==> config.mk <==
export PLATFORM = sky130hd
export DESIGN_NAME = loop_switcher_panel_scan
export DESIGN_NICKNAME = d
export VERILOG_FILES = /design/src/lsps_pkg.sv /design/src/lsps_decode.sv /design/src/lsps_ctrl.sv /design/src/loop_switcher_panel_scan.sv
export SDC_FILE = /design/constraint.sdc
export NUM_CORES = 1
export LEC_CHECK = 0
export ABC_AREA = 1
export BUFFER_PORTS_ARGS = -buffer_cell sky130_fd_sc_hd__buf_2
export CAP_MARGIN = 30
export CORE_ASPECT_RATIO = 1.25
export CORE_MARGIN = 5
export CORE_UTILIZATION = 28
export CTS_BUF_LIST = sky130_fd_sc_hd__clkbuf_8
export DETAILED_ROUTE_END_ITERATION = 8
export PLACE_DENSITY = 0.54
export SLEW_MARGIN = 20
export SYNTH_ARGS = -nofsm -noshare
export SYNTH_HDL_FRONTEND = slang
export SYNTH_SLANG_ARGS = --single-unit
==> constraint.sdc <==
create_clock -name clk -period 2 [get_ports clk]
set_input_delay 0.2 -clock clk [delete_from_list [all_inputs] [get_ports clk]]
set_output_delay 0.2 -clock clk [all_outputs]
set_load 0.02 [all_outputs]
==> src/lsps_pkg.sv <==
// Shared types, thresholds and decode functions for the panel scan block.
package lsps_pkg;

	localparam int unsigned ADC_W   = 10;
	localparam int unsigned POS_W   = 3;
	localparam int unsigned CNT_W   = 8;
	localparam int unsigned PHASE_W = 3;
	localparam int unsigned NUM_SEL = 4;

	typedef logic [ADC_W-1:0] adc_t;
	typedef logic [POS_W-1:0] pos_t;
	typedef logic [CNT_W-1:0] cnt_t;

	typedef enum logic [1:0] {
		MODE_NORMAL = 2'd0,
		MODE_FFIRST = 2'd1,
		MODE_OFF    = 2'd2
	} mode_t;

	// Selector thresholds, strictly greater than
	localparam adc_t SEL_TH_BYP = 10'd1000;
	localparam adc_t SEL_TH_E   = 10'd700;
	localparam adc_t SEL_TH_D   = 10'd450;
	localparam adc_t SEL_TH_C   = 10'd250;
	localparam adc_t SEL_TH_B   = 10'd90;

	// Output switch thresholds, strictly greater than
	localparam adc_t OUT_TH_OFF  = 10'd1000;
	localparam adc_t OUT_TH_NORM = 10'd400;

	localparam pos_t POS_A      = 3'd0;
	localparam pos_t POS_B      = 3'd1;
	localparam pos_t POS_C      = 3'd2;
	localparam pos_t POS_D      = 3'd3;
	localparam pos_t POS_E      = 3'd4;
	localparam pos_t POS_BYPASS = 3'd5;

	localparam cnt_t COOLDOWN_RST = 8'd10;

	typedef struct packed {
		pos_t  [NUM_SEL-1:0] pos;
		mode_t               mode;
		logic                fb;
	} dec_t;

	typedef struct packed {
		logic  step;
		logic  fb;
		logic  input_on;
		mode_t mode;
	} ctrl_req_t;

	typedef struct packed {
		logic relay;
		logic input_led;
		logic output_led;
	} ctrl_rsp_t;

	function automatic pos_t quantize_sel(input adc_t v);
		pos_t p;
		if (v > SEL_TH_BYP)     p = POS_BYPASS;
		else if (v > SEL_TH_E)  p = POS_E;
		else if (v > SEL_TH_D)  p = POS_D;
		else if (v > SEL_TH_C)  p = POS_C;
		else if (v > SEL_TH_B)  p = POS_B;
		else                    p = POS_A;
		return p;
	endfunction

	function automatic mode_t decode_out(input adc_t v);
		mode_t m;
		if (v > OUT_TH_OFF)        m = MODE_OFF;
		else if (v > OUT_TH_NORM)  m = MODE_NORMAL;
		else                       m = MODE_FFIRST;
		return m;
	endfunction

endpackage

==> src/lsps_decode.sv <==
// Selector and output switch decode with feedback loop detection.
module lsps_decode (
	input  lsps_pkg::adc_t sel1_adc,
	input  lsps_pkg::adc_t sel2_adc,
	input  lsps_pkg::adc_t sel3_adc,
	input  lsps_pkg::adc_t sel4_adc,
	input  lsps_pkg::adc_t output_adc,
	output lsps_pkg::dec_t dec
);
	import lsps_pkg::*;

	pos_t [NUM_SEL-1:0] pos;
	logic               fb;

	// Quantize each selector sample
	assign pos[0] = quantize_sel(sel1_adc);
	assign pos[1] = quantize_sel(sel2_adc);
	assign pos[2] = quantize_sel(sel3_adc);
	assign pos[3] = quantize_sel(sel4_adc);

	// Flag any two selectors on the same loop; bypass never counts
	always_comb begin
		fb = 1'b0;
		for (int i = 0; i < NUM_SEL; i++) begin
			for (int j = i + 1; j < NUM_SEL; j++) begin
				if (pos[i] == pos[j] && pos[i] != POS_BYPASS) begin
					fb = 1'b1;
				end
			end
		end
	end

	assign dec.pos  = pos;
	assign dec.mode = decode_out(output_adc);
	assign dec.fb   = fb;

endmodule

==> src/lsps_ctrl.sv <==
// Tick phase, cooldown counter, kill relay state and LED blink logic.
module lsps_ctrl (
	input  logic                clk,
	input  logic                arst_n,
	input  logic                cfg_wr_en,
	input  lsps_pkg::cnt_t      cfg_wr_data,
	input  lsps_pkg::ctrl_req_t req,
	output lsps_pkg::ctrl_rsp_t rsp
);
	import lsps_pkg::*;

	cnt_t                cooldown_ticks_q;
	cnt_t                cooldown_q;
	logic [PHASE_W-1:0]  phase_q;
	logic                relay_q;
	cnt_t                cooldown_d;
	logic                relay_d;

	// Load on a killing fault, else run down, else release
	always_comb begin
		priority if (req.fb && !req.input_on) begin
			relay_d    = 1'b1;
			cooldown_d = cooldown_ticks_q;
		end else if (cooldown_q != '0) begin
			relay_d    = relay_q;
			cooldown_d = cooldown_q - 1'b1;
		end else begin
			relay_d    = 1'b0;
			cooldown_d = cooldown_q;
		end
	end

	// Hold the register and state; advance on each tick
	always_ff @(posedge clk or negedge arst_n) begin
		if (!arst_n) begin
			cooldown_ticks_q <= COOLDOWN_RST;
			cooldown_q       <= '0;
			phase_q          <= '0;
			relay_q          <= 1'b0;
		end else begin
			if (cfg_wr_en) begin
				cooldown_ticks_q <= cfg_wr_data;
			end
			if (req.step) begin
				cooldown_q <= cooldown_d;
				relay_q    <= relay_d;
				phase_q    <= phase_q + 1'b1;
			end
		end
	end

	// Drive the relay and blink LEDs from the phase before it advances
	always_comb begin
		rsp.relay     = relay_d;
		rsp.input_led = req.input_on | (req.fb & phase_q[1]);
		unique case (req.mode)
			MODE_OFF:    rsp.output_led = phase_q[0];
			MODE_FFIRST: rsp.output_led = 1'b1;
			MODE_NORMAL: rsp.output_led = 1'b0;
			default:     rsp.output_led = 1'b0;
		endcase
	end

endmodule

==> src/loop_switcher_panel_scan.sv <==
// Loop switcher panel scan: one scan tick per request, decoded into switch state and LEDs.
// Each request is captured in an input register, decoded by short logic and written
// to a result register, so the block takes one request per clock; throughput is set
// only by output backpressure. Relay, cooldown and blink phase update when a tick moves
// into the result register, so ticks are processed strictly in order. cooldown_ticks
// (reset 10) is written via cfg_wr_en.
module loop_switcher_panel_scan (
	input  logic                 clk,
	input  logic                 arst_n,
	input  logic                 cfg_wr_en,
	input  lsps_pkg::cnt_t       cfg_wr_data,
	input  logic                 in_valid,
	output logic                 in_ready,
	input  lsps_pkg::adc_t       sel1_adc,
	input  lsps_pkg::adc_t       sel2_adc,
	input  lsps_pkg::adc_t       sel3_adc,
	input  lsps_pkg::adc_t       sel4_adc,
	input  lsps_pkg::adc_t       output_adc,
	input  logic                 input_pin,
	input  logic                 zloop1_pin,
	input  logic                 zloop2_pin,
	output logic                 out_valid,
	input  logic                 out_ready,
	output logic                 kill_relay,
	output logic                 input_led,
	output logic                 output_led,
	output logic                 zloop1_led,
	output logic                 zloop2_led,
	output logic                 feedback,
	output lsps_pkg::pos_t       sel1_pos,
	output lsps_pkg::pos_t       sel2_pos,
	output lsps_pkg::pos_t       sel3_pos,
	output lsps_pkg::pos_t       sel4_pos,
	output logic [1:0]           output_mode,
	output logic                 input_on
);
	import lsps_pkg::*;

	logic      valid_s1;
	adc_t      sel1_adc_s1, sel2_adc_s1, sel3_adc_s1, sel4_adc_s1, output_adc_s1;
	logic      input_pin_s1, zloop1_pin_s1, zloop2_pin_s1;
	logic      valid_s2;
	logic      kill_relay_s2, input_led_s2, output_led_s2;
	logic      zloop1_led_s2, zloop2_led_s2, feedback_s2, input_on_s2;
	pos_t      sel1_pos_s2, sel2_pos_s2, sel3_pos_s2, sel4_pos_s2;
	mode_t     mode_s2;
	logic      take_s2;
	logic      move_s1;
	logic      accept;
	dec_t      dec;
	ctrl_req_t creq;
	ctrl_rsp_t crsp;

	// Handshake: result register frees when empty or taken
	assign take_s2  = !valid_s2 || out_ready;
	assign move_s1  = valid_s1 && take_s2;
	assign in_ready = !valid_s1 || take_s2;
	assign accept   = in_valid && in_ready;

	// Track stage occupancy
	always_ff @(posedge clk or negedge arst_n) begin
		if (!arst_n) begin
			valid_s1 <= 1'b0;
			valid_s2 <= 1'b0;
		end else begin
			if (accept) begin
				valid_s1 <= 1'b1;
			end else if (move_s1) begin
				valid_s1 <= 1'b0;
			end
			if (move_s1) begin
				valid_s2 <= 1'b1;
			end else if (out_ready) begin
				valid_s2 <= 1'b0;
			end
		end
	end

	// Capture the request
	always_ff @(posedge clk) begin
		if (accept) begin
			sel1_adc_s1   <= sel1_adc;
			sel2_adc_s1   <= sel2_adc;
			sel3_adc_s1   <= sel3_adc;
			sel4_adc_s1   <= sel4_adc;
			output_adc_s1 <= output_adc;
			input_pin_s1  <= input_pin;
			zloop1_pin_s1 <= zloop1_pin;
			zloop2_pin_s1 <= zloop2_pin;
		end
	end

	lsps_decode u_decode (
		.sel1_adc   (sel1_adc_s1),
		.sel2_adc   (sel2_adc_s1),
		.sel3_adc   (sel3_adc_s1),
		.sel4_adc   (sel4_adc_s1),
		.output_adc (output_adc_s1),
		.dec        (dec)
	);

	assign creq.step     = move_s1;
	assign creq.fb       = dec.fb;
	assign creq.input_on = input_pin_s1;
	assign creq.mode     = dec.mode;

	lsps_ctrl u_ctrl (
		.clk         (clk),
		.arst_n      (arst_n),
		.cfg_wr_en   (cfg_wr_en),
		.cfg_wr_data (cfg_wr_data),
		.req         (creq),
		.rsp         (crsp)
	);

	// Load the result register
	always_ff @(posedge clk) begin
		if (move_s1) begin
			kill_relay_s2 <= crsp.relay;
			input_led_s2  <= crsp.input_led;
			output_led_s2 <= crsp.output_led;
			zloop1_led_s2 <= ~zloop1_pin_s1;
			zloop2_led_s2 <= ~zloop2_pin_s1;
			feedback_s2   <= dec.fb;
			sel1_pos_s2   <= dec.pos[0];
			sel2_pos_s2   <= dec.pos[1];
			sel3_pos_s2   <= dec.pos[2];
			sel4_pos_s2   <= dec.pos[3];
			mode_s2       <= dec.mode;
			input_on_s2   <= input_pin_s1;
		end
	end

	assign out_valid   = valid_s2;
	assign kill_relay  = kill_relay_s2;
	assign input_led   = input_led_s2;
	assign output_led  = output_led_s2;
	assign zloop1_led  = zloop1_led_s2;
	assign zloop2_led  = zloop2_led_s2;
	assign feedback    = feedback_s2;
	assign sel1_pos    = sel1_pos_s2;
	assign sel2_pos    = sel2_pos_s2;
	assign sel3_pos    = sel3_pos_s2;
	assign sel4_pos    = sel4_pos_s2;
	assign output_mode = mode_s2;
	assign input_on    = input_on_s2;

endmodule

==> results of run 1 <==
[cells in the mapped netlist, types with 2 or more instances]
cell type  instances  share of area, %
nand2_1          148                12
nand4_1            8               1.1
nand3_1           46               4.8
mux2_2             8               1.9
dfrtp_1           19                10
inv_1             63               5.0
o21ai_0           10               1.1
nor2_2             4              0.53
nor3_2             2              0.42
nand2_2           14               1.8
inv_2              4              0.32
nor4_1             2              0.26
edfxtp_1          74                47
nand3_2            3              0.63
xnor2_1            6               1.1
nand2_4            2              0.47
nand3b_1           2              0.32
ha_1               2              0.53
nor3_1            12               1.3
o31ai_1            2              0.32
nor2_1            56               4.4
xor2_1             6               1.1
dfstp_2            2               1.1
a31oi_1            3              0.39
a21oi_1            8              0.84
[logic make-up after synthesis]
family / after synthesis / synth area share, %
AO/OA/AOI/OAI: 30 / 3.84
XOR/XNOR: 12 / 2.21
adder cells (fa/ha/maj): 2 / 0.525
buffers and inverters: 70 / 5.67
flip-flops: 95 / 57.7
multiplexers: 8 / 1.89
AND/OR/NAND/NOR: 302 / 28.1
[placed cells by master, fill, tap and decap left out, types with 8 or more instances in the layout]
master,netlist,routed
nand4_1,8,8
dlygate4sd3_1,0,54
mux2_2,8,8
buf_2,0,88
inv_2,4,11
inv_1,63,55
clkbuf_8,0,9
nand2_2,14,24
nand2_1,148,134
nand3_1,46,39
nor2_2,4,13
edfxtp_1,74,74
dfrtp_1,19,19
buf_4,0,66
nor2_1,56,46
nor3_1,12,9
buf_6,1,8
[metal layers]
| metal | wire length [um] | up-vias | track usage, % | part of all wire (%) |
|---|---|---|---|---|
| met5 | 0 | - | 0 | 0 |
| met4 | 235 | 0 | 4.75 | 2.0 |
| met3 | 487 | 16 | 2.91 | 4.1 |
| met2 | 6260 | 83 | 22.5 | 52 |
| met1 | 4970 | 1888 | 14.0 | 42 |
| li1 | - | 2179 | - | - |
[cell type report]
type                            count  area (um^2)
Inverter                           68          262
Fill cell                        1583         9670
Timing Repair Buffer              218         1610
Clock buffer                        9          124
Multi-Input combinational cell    355         1990
Clock inverter                      7         96.3
Sequential cell                    95         2750
Tap cell                          220          275
[final timing paths]
path	end	slack, ps	cells past startpoint
max	u_ctrl.cooldown_q[5]$_DFFE_PN0P_	-380	21
min	u_ctrl.cooldown_ticks_q[5]$_DFFE_PN0P_	40	2
max reg2reg	u_ctrl.cooldown_q[5]$_DFFE_PN0P_	-380	21
min reg2reg	u_ctrl.cooldown_q[0]$_DFFE_PN0P_	490	2
max in group asynchronous	u_ctrl.cooldown_ticks_q[3]$_DFFE_PN1P_	1340	2
min in group asynchronous	u_ctrl.relay_q$_DFFE_PN0P_	300	2
[power breakdown]
| group | internal [mW] | leakage [nW] | switching [mW] | total, mW |
|---|---|---|---|---|
| sequential | 2.46 | 0.965 | 0.210 | 2.67 |
| combinational | 0.816 | 2.15 | 0.974 | 1.79 |
| clock | 0.711 | 0.115 | 0.718 | 1.43 |
[stage by stage]
| step | setup TNS, ps | setup WS, ps | util [%] | power (mW) | std cells |
|---|---|---|---|---|---|
| floorplan | -5140 | -127 | - | 3.62 | 519 |
| global placement | -4790 | -429 | 35.5 | 4.16 | 886 |
| detailed placement | -5170 | -478 | 35.5 | 4.18 | 886 |
| CTS | -3030 | -292 | 41.1 | 5.80 | 966 |
| global route | -6480 | -578 | 42.4 | 6.28 | 972 |
| finish | -4310 | -384 | 42.4 | 5.88 | 972 |
[flip-flops by register name (all words and copies together) (netlist names), 2 cells and up]
| register | flops |
|---|---|
| sel3_pos | 3 |
| u_ctrl.cooldown_q | 8 |
| u_ctrl.cooldown_ticks_q | 8 |
| sel1_adc_s1 | 10 |
| sel3_adc_s1 | 10 |
| sel4_pos | 3 |
| u_ctrl.phase_q | 2 |
| output_adc_s1 | 10 |
| sel2_adc_s1 | 10 |
| sel1_pos | 3 |
| output_mode | 2 |
| sel4_adc_s1 | 10 |
| sel2_pos | 3 |
[what timing repair did]
| action | 4_1_cts | 5_1_grt |
|---|---|---|
| endpoints found under the setup margin | 12 | 12 |
| gates resized for setup | 30 | 43 |
| gates cloned | 0 | 1 |
| pin swaps | 16 | 30 |
| setup buffers | 10 | 5 |
| hold buffers | 54 | 0 |
| endpoints found under the hold margin | 72 | 0 |
==> results.md, run 1 <==
* Failing checks: negative setup slack
* Critical path data arrival time at around 2700 ps
* Startpoint Class: flip-flop
* Slew headroom at roughly 67%
* Gpl congestion at about 0.84
* Hold path start: cfg_wr_data[5]
* Antenna violations before repair at 0
* Fraction of final layout cells sized beyond drive strength 1 at a little over a third
* IO Count at 89
* Largest net degree at the start of global routing at 54
* Worst-path maximum fanout at 8
* Clock Tree Buf Depth at 2
* WL/cell at 12.3 um
* Max-slew violations at 0
* Status: finished, violations left
* Clock period minus worst slack at 2380 ps
* Final worst setup slack at -384 ps
* Crit end category: flip-flop
* Synth Flop Type: edfxtp_1
* Num Clock Sinks at between 90 and 100
* DRC errors left at 0
* Max incr delay on CP at approximately 510 ps
* Clock latency on the worst-skew pair at 380 ps
* RSZ-0062 raised after global routing: yes
* Starting DRC count in detailed routing at 260
* Critical path class: flip-flop to flip-flop
* Critical path origin: sel2_adc_s1[1]$_DFFE_PP_
* Fin. Hold Viols at 0
* Number of distinct library cells after synthesis at 38
* EDFF count, synth at 74
* Synthesized flop and latch total at 95
* Site Rows at between 50 and 60
* Die area at roughly 0.020 mm^2
* Total congestion overflow at 0
* Die W at between 100 and 150 um
* Post-synth ARST share at between 20% and 30%
* Final WL at 12.0 mm
* Maximum VDD drop at between 0.0003 and 0.0004 V
* Worst path top cell family by delay: simple AND/OR/NAND/NOR gates
* CTS tree: done
* HP Class: input pin to flip-flop
* Max_cap viols at 0
* Via/cell ratio at approximately 4.3
* Post-DP Area at slightly below 0.006 mm^2
* Most frequent CP cell: nand2_2
* Port bufs at 88
* Area grow syn2layout at 49.2%
* # nets final at 815
* Reg2Reg Launch Point: sel2_adc_s1[1]$_DFFE_PP_
* Layout Skew at 10.2 ps
* Final Setup Violations at 12
* Synth Instances at ~520
* Slowest stage cell, crit path: edfxtp_1
* First-pass detailed-route iteration total at 4
* Syn nets at between 500 and 600
* Root Driver: clkbuf_8
* Ant. Diodes at 0
* Post-DP HPWL at approximately 8.6 mm
* Via count at between 4,000 and 5,000
* Num CTS Buffers at 9
* Design area at slightly above 0.007 mm^2
* Power per cell area at roughly 830 mW/mm^2
* Peak Freq at between 0.4 and 0.5 GHz
* Core area at 0.0168 mm^2
* Clock transition at path regs at about 100 ps
* Vias in the first global route at between 4,000 and 5,000
* Final hold slack at 43.0 ps
* Routed Antenna Nets at 0
* Fin crit share at 119%
* Starting density of the core at about 28%
* Crit-path cells: buf_6, nor2_2, nor2_1, nand2_1, nand2_2, nand2_2, nand3_4, nand2_4, nand2_2, nand2_2, nand3_2, nand3_2, nand2_2, nand2_2, nand2_2, o21bai_4, buf_6, nand2_4, nand2_8, nand2_1, nand2_1
* Post-Syn Area at around 0.0048 mm^2
* Die Span Y at 156 um
* Sequential element share of the synthesized area at between 50% and 60%
* Worst-Margin Slew at 497 ps
* Yosys warnings at 0
* GR Util All Layers at 12.4%
* Standby leakage power at between 3 and 4 nW
* CP bufs+invs at 2
* Post-Synthesis Mean Instance Area at 9.18 um^2
* Global-route wire length before repair at 19.7 mm
* Clock H-tree levels at 3
* Worst Path Required at between 2000 and 2500 ps
(Power assumes the default switching activity.)
==> run 2, diff against run 1 <==
Settings changed: CORE_MARGIN 5 to default, CTS_BUF_LIST sky130_fd_sc_hd__clkbuf_8 to default.
==> results.md, run 2 (synthesis results as in run 1) <==
* Status: finished, violations left
* Failing checks: negative setup slack
* First-pass detailed-route iteration total at 4 (unchanged)
* Layout Skew at 14.5 ps (+4.23 ps)
* Most common cell after layout, fill and taps aside: nand2_1
* Cell depth of the worst min-delay path at 1 (-1)
* Slew headroom at 67.0% (+0.16 points)
* Pre-CTS WS at -429 ps (+48.9 ps)
* Num Clock Sinks at 95 (unchanged)
* Core area at 0.0164 mm^2 (-2.3%)
* Slowest stage cell, crit path: edfxtp_1
* Final hold slack at 31.6 ps (-11.4 ps)
* Worst r2r path cells at 18 (-14%)
* Standby leakage power at 3.12 nW (-3.3%)
* Clock transition at path regs at 70 ps (-30 ps)
* Crit-path cells: buf_4, nand3_1, nor2_1, nand2_1, nand2_2, buf_4, xor2_2, o21ai_1, nand3_2, nand2_2, nand2_2, nand2_2, o21bai_4, buf_12, nand2_8, nand2_8, nand2_2, nand2_2
* Final Setup Violations at 12 (unchanged)
* Die area at 0.0175 mm^2 (-11%)
* Maximum VDD drop at 0.000373 V (+21%)
* IO Count at 89 (unchanged)
* Final worst setup slack at -368 ps (+16.4 ps)
* Crit end category: flip-flop
* Fraction of final layout cells sized beyond drive strength 1 at 46.3% (+10 points)
* Num CTS Buffers at 9 (unchanged)
* Post-DP Area at 0.00599 mm^2 (+0.59%)
* DRC errors left at 0 (unchanged)
* Global-route wire length before repair at 18.3 mm (-7.2%)
* Most frequent CP cell: nand2_2
* Largest net degree at the start of global routing at 42 (-22%)
* CTS tree: done
* Site Rows at 52 (-1.9%)
* Starting DRC count in detailed routing at 138 (-47%)
* Max incr delay on CP at 490 ps (-20 ps)
* Routed Antenna Nets at 0 (unchanged)
* Core Util, Final at 42.3% (-0.075 points)
* Via/cell ratio at 4.42 (+3.1%)
* Clock latency on the worst-skew pair at 350 ps (-30 ps)
* Ant. Diodes at 0 (unchanged)
* WL/cell at 12.6 um (+2.9%)
* Worst-Margin Slew at 495 ps (-2.44 ps)
* Startpoint Class: flip-flop
* Via count at 4,086 (-1.9%)
* RSZ-0062 raised after global routing: yes
* Fin crit share at 118% (-0.82 points)
* Starting density of the core at 29.1% (+0.66 points)
* Critical path class: flip-flop to flip-flop
* Total congestion overflow at 0 (unchanged)
* Worst-path maximum fanout at 8 (unchanged)
* Final WL at 11.7 mm (-2.1%)
* Design area at 0.00693 mm^2 (-2.4%)
* Max-slew violations at 0 (unchanged)
* Port bufs at 88 (unchanged)
* # nets final at 772 (-5.3%)
* Gpl congestion at 0.885 (+5.7%)
* Antenna violations before repair at 0 (unchanged)
* Critical path data arrival time at 2600 ps (-110 ps)
* Most frequent cells in the layout: nand2_1, buf_2, edfxtp_1, buf_4, inv_1
* GR Util All Layers at 13.2% (+0.87 points)
* Post-DP HPWL at 8.55 mm (-0.16%)
* Fin. Hold Viols at 0 (unchanged)
* Peak Freq at 0.422 GHz (+0.69%)
* Die Span Y at 148 um (-5.1%)
* Clock H-tree levels at 3 (unchanged)
* Clock Tree Buf Depth at 2 (unchanged)
* Area grow syn2layout at 45.5%
* Power per cell area at 893 mW/mm^2 (+7.8%)
* Die W at 119 um (-6.3%)
* Vias in the first global route at 4,014 (-6.7%)
* Root Driver: clkbuf_16
* HP Class: input pin to flip-flop
* Worst Path Required at 2240 ps (-90 ps)
* Max_cap viols at 0 (unchanged)
* Clock period minus worst slack at 2370 ps (-16.4 ps)
run 2: cell count changes in the layout (fill, tap and decap cells not counted), moves of 10 or more:
cell / change
dlygate4sd3_1: -53
nand2_1: -21
nand2_2: +17
clkbuf_16: +10
nand3_1: -10
nand3_2: +11
run 2: layout make-up:
class / instances / area [um^2]
clock buffer: 12 / 268
clock inverter: 4 / 32.5
fill: 1620 / 9460
inverter: 68 / 262
multi-input combinational: 355 / 2170
sequential: 95 / 2750
tap: 216 / 270
timing repair buffer: 175 / 1180
run 2: per-stage QoR:
stage,TNS (ps),power [mW],cells
floorplan,-5140,3.62,519
global placement,-4470,4.21,884
detailed placement,-4610,4.22,884
CTS,-2640,6.06,910
global route,-5470,6.56,925
finish,-3730,6.19,925
run 2: worst paths after layout:
path | endpoint | slack [ps] | start
setup / recovery | u_ctrl.cooldown_q[2]$_DFFE_PN0P_ | -370 | sel2_adc_s1[7]$_DFFE_PP_
hold / removal | sel3_adc_s1[2]$_DFFE_PP_ | 30 | sel3_adc[2]
setup reg to reg | u_ctrl.cooldown_q[2]$_DFFE_PN0P_ | -370 | sel2_adc_s1[7]$_DFFE_PP_
hold reg to reg | u_ctrl.phase_q[1]$_DFFE_PN0P_ | 470 | u_ctrl.phase_q[1]$_DFFE_PN0P_
max in group asynchronous | u_ctrl.cooldown_ticks_q[1]$_DFFE_PN1P_ | 1300 | arst_n
min in group asynchronous | u_ctrl.cooldown_q[6]$_DFFE_PN0P_ | 350 | arst_n
run 2: repair_timing:
item | in CTS | in global routing
gates cloned | 0 | 1
hold buffers | 1 | 0
resized for setup | 67 | 58
hold endpoints to repair | 19 | 0
pin swaps | 40 | 41
buffers inserted | 10 | 14
endpoints found under the setup margin | 12 | 12
run 2: routing by layer:
layer | part of all wire [%] | global-route usage, % | vias up
li1 | - | - | 2087
met1 | 42 | 15.5 | 1890
met2 | 53 | 23.8 | 97
met3 | 4.1 | 2.62 | 12
met4 | 1.6 | 4.87 | 0
met5 | 0 | 0 | -
run 2: where the power goes:
part	internal [mW]	switching [mW]	total, mW
clock network	0.966	0.739	1.70
logic	0.793	1.02	1.81
registers	2.46	0.212	2.67
run 2: critical path: cells and delay by family (launching register included):
kind                      cells  cell delay [ps]
AOI/OAI and AO/OA             2              290
xor gates and xnor gates      1              170
and+or+nand+nor              12              830
DFF                           1              490
buffers and inverters         3              480
==> run 3, diff against run 2 <==
Settings changed: REMOVE_ABC_BUFFERS from default to 1.
==> results.md, run 3 (synthesis results as in run 1) <==
* Final Setup Violations at 12 (unchanged)
* Largest net degree at the start of global routing at 54 (+29%)
* Fraction of final layout cells sized beyond drive strength 1 at 38.0% (-8.3 points)
* First-pass detailed-route iteration total at 4 (unchanged)
* Dpl cells at 876 (-0.90%)
* Most frequent cells in the layout: nand2_1, buf_2, edfxtp_1
* Num CTS Buffers at 9 (unchanged)
* Fin crit share at 121% (+2.6 points)
* Worst-path maximum fanout at 8 (unchanged)
* Power per cell area at 928 mW/mm^2 (+4.0%)
* Status: finished, violations left
* Vias in the first global route at 4,064 (+1.2%)
* Slew headroom at 50.7% (-16 points)
* Worst Path Required at 2290 ps (+50 ps)
* Gpl congestion at 0.877 (-0.89%)
* Max incr delay on CP at 510 ps (+20 ps)
* GR Util All Layers at 13.1% (-0.18 points)
* Startpoint Class: flip-flop
* RSZ-0062 raised after global routing: yes
* Critical path class: flip-flop to flip-flop
* Failing checks: negative setup slack
* Antenna violations before repair at 0 (unchanged)
* Total congestion overflow at 0 (unchanged)
* Ant. Diodes at 0 (unchanged)
* Die W at 119 um (unchanged)
* Clock H-tree levels at 3 (unchanged)
* Clock transition at path regs at 80 ps (about the same)
* Area of the multi-input gates at 0.00195 mm^2 (-10%)
* Max-slew violations at 0 (unchanged)
* Maximum VDD drop at 0.000351 V (-5.8%)
* Slowest stage cell, crit path: edfxtp_1
* Site Rows at 52 (unchanged)
* Global-route wire length before repair at 18.3 mm (-0.34%)
* Core area at 0.0164 mm^2 (unchanged)
* Most frequent CP cell: nand2_1
* Area grow syn2layout at 39.0%
* Starting density of the core at 29.1% (unchanged)
* Die area at 0.0175 mm^2 (unchanged)
* Peak Freq at 0.413 GHz (-2.2%)
* HP Class: input pin to flip-flop
* Standby leakage power at 3.03 nW (-2.7%)
* Critical path data arrival time at 2710 ps (+110 ps)
* Clock period minus worst slack at 2420 ps (+52.0 ps)
* Routed Antenna Nets at 0 (unchanged)
* Most common cell after layout, fill and taps aside: nand2_1
* Final Non-Filler Cells at 914 (-1.2%)
* Root Driver: clkbuf_16
* Num Clock Sinks at 95 (unchanged)
* CTS tree: done
* IO Count at 89 (unchanged)
* Via/cell ratio at 4.50 (+1.8%)
* Via count at 4,111 (+0.61%)
* Starting DRC count in detailed routing at 136 (-1.4%)
* Crit end category: flip-flop
* Die Span Y at 148 um (unchanged)
* Setup tns final at -4520 ps (-789 ps)
* Worst-Margin Slew at 730 ps (+235 ps)
* Layout Skew at 8.33 ps (-6.12 ps)
* Clock Tree Buf Depth at 2 (unchanged)
* Final worst setup slack at -420 ps (-52.0 ps)
* Final WL at 11.4 mm (-2.8%)
* # nets final at 761 (-1.4%)
* DRC errors left at 0 (unchanged)
* Layout filler cell count at 1,633 (+0.80%)
* Crit-path cells: buf_4, nor3_1, nand3_1, nand3_2, nand2_2, a21oi_4, nand2_1, nand2_1, nand2_1, nand2_2, nand2_2, nand2_2, o21bai_4, buf_12, a21oi_4, nand2_1, nand2_1
* Fin. Hold Viols at 0 (unchanged)
* Post-DP HPWL at 8.22 mm (-3.9%)
* WL/cell at 12.4 um (-1.7%)
* Max_cap viols at 0 (unchanged)
* Clock latency on the worst-skew pair at 350 ps (about the same)
* Port bufs at 88 (unchanged)
* Register area at 0.00275 mm^2 (unchanged)
run 3: cell count changes in the layout (fill, tap and decap cells not counted), moves of 7 or more:
| cell | delta |
|---|---|
| nand2_1 | +19 |
| nand2_2 | -13 |
| nand3_1 | +13 |
| nand3_2 | -12 |
| nor2_1 | +8 |
| nor2_2 | -8 |
| buf_4 | -7 |
| inv_1 | +7 |
run 3: per-stage QoR:
stage	power, mW	util (%)	instance area, um^2	hold WS, ps	setup WS (ps)
floorplan	3.60	-	4750	-95.6	-269
global placement	4.17	36.0	5910	186	-355
detailed placement	4.19	36.0	5910	187	-395
CTS	6.14	39.2	6420	7.22	-337
global route	6.48	40.4	6620	4.37	-581
finish	6.14	40.4	6620	24.7	-420
run 3: where the power goes:
part           total [mW]  leakage (nW)  internal, mW  switching, mW
logic                1.68          1.91         0.722          0.961
clock network        1.79         0.158         0.968          0.827
registers            2.67         0.965          2.46          0.210
run 3: worst max-delay path, delay by kind of cell, from the launching register on:
family | cells | cell delay, ps
AND/OR/NAND/NOR | 12 | 1050
buffers and inverters | 2 | 340
AO/OA/AOI/OAI | 3 | 470
flip-flops | 1 | 510
run 3: final timing paths:
check | start | endpoint | slack, ps | cells after the start
max | sel2_adc_s1[8]$_DFFE_PP_ | u_ctrl.cooldown_q[6]$_DFFE_PN0P_ | -420 | 17
min | output_adc[9] | output_adc_s1[9]$_DFFE_PP_ | 20 | 1
max reg2reg | sel2_adc_s1[8]$_DFFE_PP_ | u_ctrl.cooldown_q[6]$_DFFE_PN0P_ | -420 | 17
min reg2reg | u_ctrl.phase_q[1]$_DFFE_PN0P_ | u_ctrl.phase_q[1]$_DFFE_PN0P_ | 500 | 1
max in group asynchronous | arst_n | u_ctrl.cooldown_ticks_q[3]$_DFFE_PN1P_ | 1310 | 2
min in group asynchronous | arst_n | u_ctrl.cooldown_ticks_q[5]$_DFFE_PN0P_ | 340 | 2
run 3: layout make-up:
cell class	count	share of cell area [%]
clock buffer	10	3.78
clock inverter	6	1.06
inverter	68	3.86
multi-input combinational	355	29.4
sequential	95	41.5
tap	216	4.08
timing repair buffer	164	16.3
run 3: per-layer routing:
metal	vias to the layer above	global-route usage, %	share of wire (%)
met5	-	0	0
met4	0	6.39	3.0
met3	31	2.89	4.1
met2	110	22.8	51
met1	1900	15.1	42
li1	2070	-	-
run 3: what timing repair did:
item                                   in CTS  in global routing
setup buffers                               7                 14
hold buffers                                1                  0
pin swaps                                   5                 32
gates resized for setup                    23                 35
endpoints found under the hold margin      19                  0
setup endpoints to repair                  12                 12
gates cloned                                2                  0
